==> src/rtl/core/face_instance_slot_table_top_defines.svh <==
// Assertion macros shared by the face instance slot table RTL.
// Depends on nothing; included by modules that carry assertions.
`ifndef FACE_INSTANCE_SLOT_TABLE_TOP_DEFINES_SVH
`define FACE_INSTANCE_SLOT_TABLE_TOP_DEFINES_SVH

// Implication checked on every clock edge outside reset.
`define FIST_ASSERT_IMP(lbl, clk, rstn, ante, cons) \
    lbl: assert property (@(posedge clk) disable iff (!rstn) (ante) |-> (cons)) \
        else $error("assertion failed");

// Implication whose consequent is checked in the cycle after the antecedent, outside reset.
`define FIST_ASSERT_NEXT(lbl, clk, rstn, ante, cons) \
    lbl: assert property (@(posedge clk) disable iff (!rstn) (ante) |=> (cons)) \
        else $error("assertion failed");

`endif

==> src/rtl/core/fist_ram.sv <==
// Generic single-port-write, single-read RAM with registered read data.
// Depends on nothing.
module fist_ram #(
    parameter int WIDTH = 8,
    parameter int DEPTH = 16
) (
    input  logic                     aclk,
    input  logic                     we,
    input  logic [$clog2(DEPTH)-1:0] waddr,
    input  logic [WIDTH-1:0]         wdata,
    input  logic [$clog2(DEPTH)-1:0] raddr,
    output logic [WIDTH-1:0]         rdata
);
    logic [WIDTH-1:0] mem [DEPTH];

    always_ff @(posedge aclk) begin
        if (we) begin
            mem[waddr] <= wdata;
        end
        rdata <= mem[raddr];
    end
endmodule

==> config.mk <==
export PLATFORM = sky130hd
export DESIGN_NAME = fist_ram
export DESIGN_NICKNAME = d
export VERILOG_FILES = /design/src/rtl/core/face_instance_slot_table_top_defines.svh /design/src/rtl/core/fist_ram.sv
export SDC_FILE = /design/constraint.sdc
export NUM_CORES = 1
export LEC_CHECK = 0
export ABC_AREA = 1
export CORE_ASPECT_RATIO = 0.9
export CORE_MARGIN = 4
export CORE_UTILIZATION = 29
export DETAILED_ROUTE_END_ITERATION = 8
export DONT_BUFFER_PORTS = 1
export HOLD_SLACK_MARGIN = 0.1
export REMOVE_ABC_BUFFERS = 1
export SETUP_SLACK_MARGIN = 0.3
export SLEW_MARGIN = 20
export SYNTH_ARGS = -nofsm -noshare
export SYNTH_HDL_FRONTEND = slang
export SYNTH_SLANG_ARGS = --single-unit
==> constraint.sdc <==
create_clock -name aclk -period 2.82 [get_ports aclk]
set_input_delay 0.564 -clock aclk [delete_from_list [all_inputs] [get_ports aclk]]
set_output_delay 0.564 -clock aclk [all_outputs]
set_load 0.02 [all_outputs]
==> flow_metrics.py <==
metrics = {
    "run_status": {
        "outcome": "finished, final reports clean",
    },
    "floorplanning": {
        "io_pins": 26,
        "core_area_mm2": 0.01934,
        "start_util": 0.2982,
        "dieArea_mm2": 0.02221,
        "die_x_um": 156.6,
        "placementRows": 48,
        "fp.dieH_um": 141.8,
    },
    "cts": {
        "clk_pin_slew_ns": 0.06,
        "cts_tree": "done",
        "postCtsSetupRepairBufs": 0,
        "cts_resized": 0,
        "clock_latency_ns": 0.42,
        "cts-hold-fix-buffers": 0,
        "clk_path_buf_depth": 2,
        "cts_sinks": 136,
        "htreeDepth": 4,
        "cts-buffers-inserted": 17,
        "cts_root_buf": "clkbuf_16",
    },
    "route": {
        "firstDrtPassIters": 4,
        "vias": 3642,
        "first_iter_violations": 306,
        "wl_um": 13300,
        "topRoutingLayerUsed": "met4",
        "detail-route-antenna-nets": 0,
        "met3WireLength_um": 728,
        "drc": 0,
        "viasPerCell": 4.420,
        "met1_length_um": 5983,
        "wl_met2_um": 6277,
        "wire_per_inst_um": 16.14,
    },
    "cells_and_area": {
        "final_common_cell": "nand2_1",
        "drive_above_1_share": 0.08014,
        "fill_cells": 1945,
        "seq_area_mm2": 0.004004,
        "multi_input_area_mm2": 0.001214,
        "syn2layout_area_growth_pct": 15.06,
        "finalInstanceArea_mm2": 0.006635,
        "final_nets": 579,
        "diodes": 0,
        "final_cell_mix": "173 x nand2_1, 128 x edfxtp_1, 100 x inv_1",
    },
    "run": {
        "cap_violations": 0,
    },
    "sta": {
        "slew-limit-headroom": 0.4634,
        "slew_viol_final": 0,
        "timing.final.ws_setup_ns": 1.314,
        "fin_setup_tns_ns": 0,
        "final_hold_viol_count": 0,
        "max_freq_ghz": 0.6642,
        "rsz0062_at_grt": "no",
        "fin_skew_ns": 0.007818,
        "fin_crit_sh": 0.5339,
        "period_needed_ns": 1.506,
        "tightest_slew_ns": 0.8020,
        "setup_viol": 0,
    },
    "hold_path": {
        "hp-start": "wdata[6]",
        "min_path_cells": 0,
        "hold_path.class": "input pin to flop",
        "hold_end": "mem[12][6]",
    },
    "worst_setup_path": {
        "critPathKind": "flop to output port",
        "worstPathRequired_ns": 2.26,
        "cp-end-kind": "output port",
        "r2r_end": "rdata[1]",
        "r2r_cells": 6,
        "rrSetupSlack_ns": 1.82,
        "start_kind": "flop",
        "path_max_fanout": 1,
        "r2r_start": "mem[6][1]",
        "arrival_ns": 0.94,
    },
    "global_route": {
        "first_global_vias": 3460,
        "grt_max_degree": 66,
        "grt_util_all_layers": 0.1241,
        "antenna_found_initial": 0,
        "grt.overflow.total": 0,
        "grt_first_pass_wirelength_um": 20350,
    },
    "placed_design": {
        "placed_cell_area_mm2": 0.006026,
        "dp_slack_ns": 0.9269,
        "post-dp-hpwl_um": 8378,
        "globalplace.congestion": 0.7825,
        "port_buffers": 0,
    },
    "logic_synthesis": {
        "yosysTopAreaCellShare": 0.6665,
        "synth_area_leader_cell": "edfxtp_1",
        "synth_area_leaders": "edfxtp_1 67%, nand2_1 11%, nand3_1 8.4%",
        "yosysWarnings": 0,
        "synth-seq-cells": 136,
        "synthCells": 551,
        "yosysSeqAreaShare": 0.6943,
        "synth.distinct_cells": 12,
        "syn_area_per_cell_um2": 10.47,
        "synth_area_mm2": 0.005767,
    },
    "power_and_ir_drop": {
        "seq_power_share": 0.483,
        "power_density_mw_per_mm2": 716.1,
        "vdd.ir_drop.worst_mv": 0.3244,
        "switching_share": 0.2040,
        "power_mw": 4.751,
        "clock_power_share": 0.480,
        "p_switching_mw": 0.9694,
        "p_leak_nw": 2.778,
        "internal_power_mw": 3.782,
        "p_comb_frac": 0.037,
    },
}
[synth_stat cells]
master    instances
buf_4             4
nor2_1           17
dfxtp_1           8
inv_2             2
nand2_1         173
buf_2            13
buf_6             6
inv_1           100
nand3b_1          2
nand3_1          97
edfxtp_1        128
buf_1             1
[cell type report]
type	instances	area share
Timing Repair Buffer	15	0.01697
Clock buffer	17	0.06411
Multi-Input combinational cell	289	0.1829
Clock inverter	15	0.02772
Inverter	102	0.05770
Sequential cell	136	0.6034
Tap cell	250	0.04714
[state kept, by name (all words and copies together), names as in the netlist]
| name | cells |
|---|---|
| mem | 128 |
| rdata | 8 |
[routing by layer]
| metal | up-vias | GRT usage |
|---|---|---|
| li1 | 1792 | - |
| met1 | 1734 | 0.1671 |
| met2 | 91 | 0.1902 |
| met3 | 25 | 0.03202 |
| met4 | 0 | 0.05297 |
| met5 | - | 0 |
[how the worst max path moves through the flow]
stage               startpoint          to  slack (ns)  depth (start not counted)
CTS                   rdata[0]    rdata[0]        1.29                          0
finish                rdata[0]    rdata[0]        1.31                          0
detailed placement    waddr[2]  mem[10][0]        0.93                          2
global route          rdata[0]    rdata[0]        1.27                          0
floorplan             raddr[0]    rdata[2]        1.28                          6
global placement      waddr[2]  mem[10][0]        0.96                          2
[logic make-up after synthesis]
family                 Yosys count  synth area share
buffers and inverters          126           0.09525
DFF                            136            0.6943
and+or+nand+nor                289            0.2105
[per-stage QoR]
| stage | hold slack, ns | cells | utilization |
|---|---|---|---|
| 6_report | 0.2425 | 824 | 0.3431 |
| 5_1_grt | 0.2200 | 824 | 0.3431 |
| 4_1_cts | 0.2268 | 824 | 0.3431 |
| 3_5_place_dp | 0.6642 | 792 | 0.3116 |
| 3_3_place_gp | 0.6347 | 792 | 0.3116 |
| 2_1_floorplan | 0.6067 | 527 | - |
[power groups by stage]
stage                     Combinational, mW  Clock [mW]  Sequential [mW]
after floorplan                       0.122           0             2.33
after global placement                0.172           0             2.34
after detailed placement              0.174           0             2.34
after CTS                             0.176        2.30             2.30
after global routing                  0.199        2.40             2.30
final                                 0.175        2.28             2.29
No activity file was read; power rests on OpenSTA's default activity.
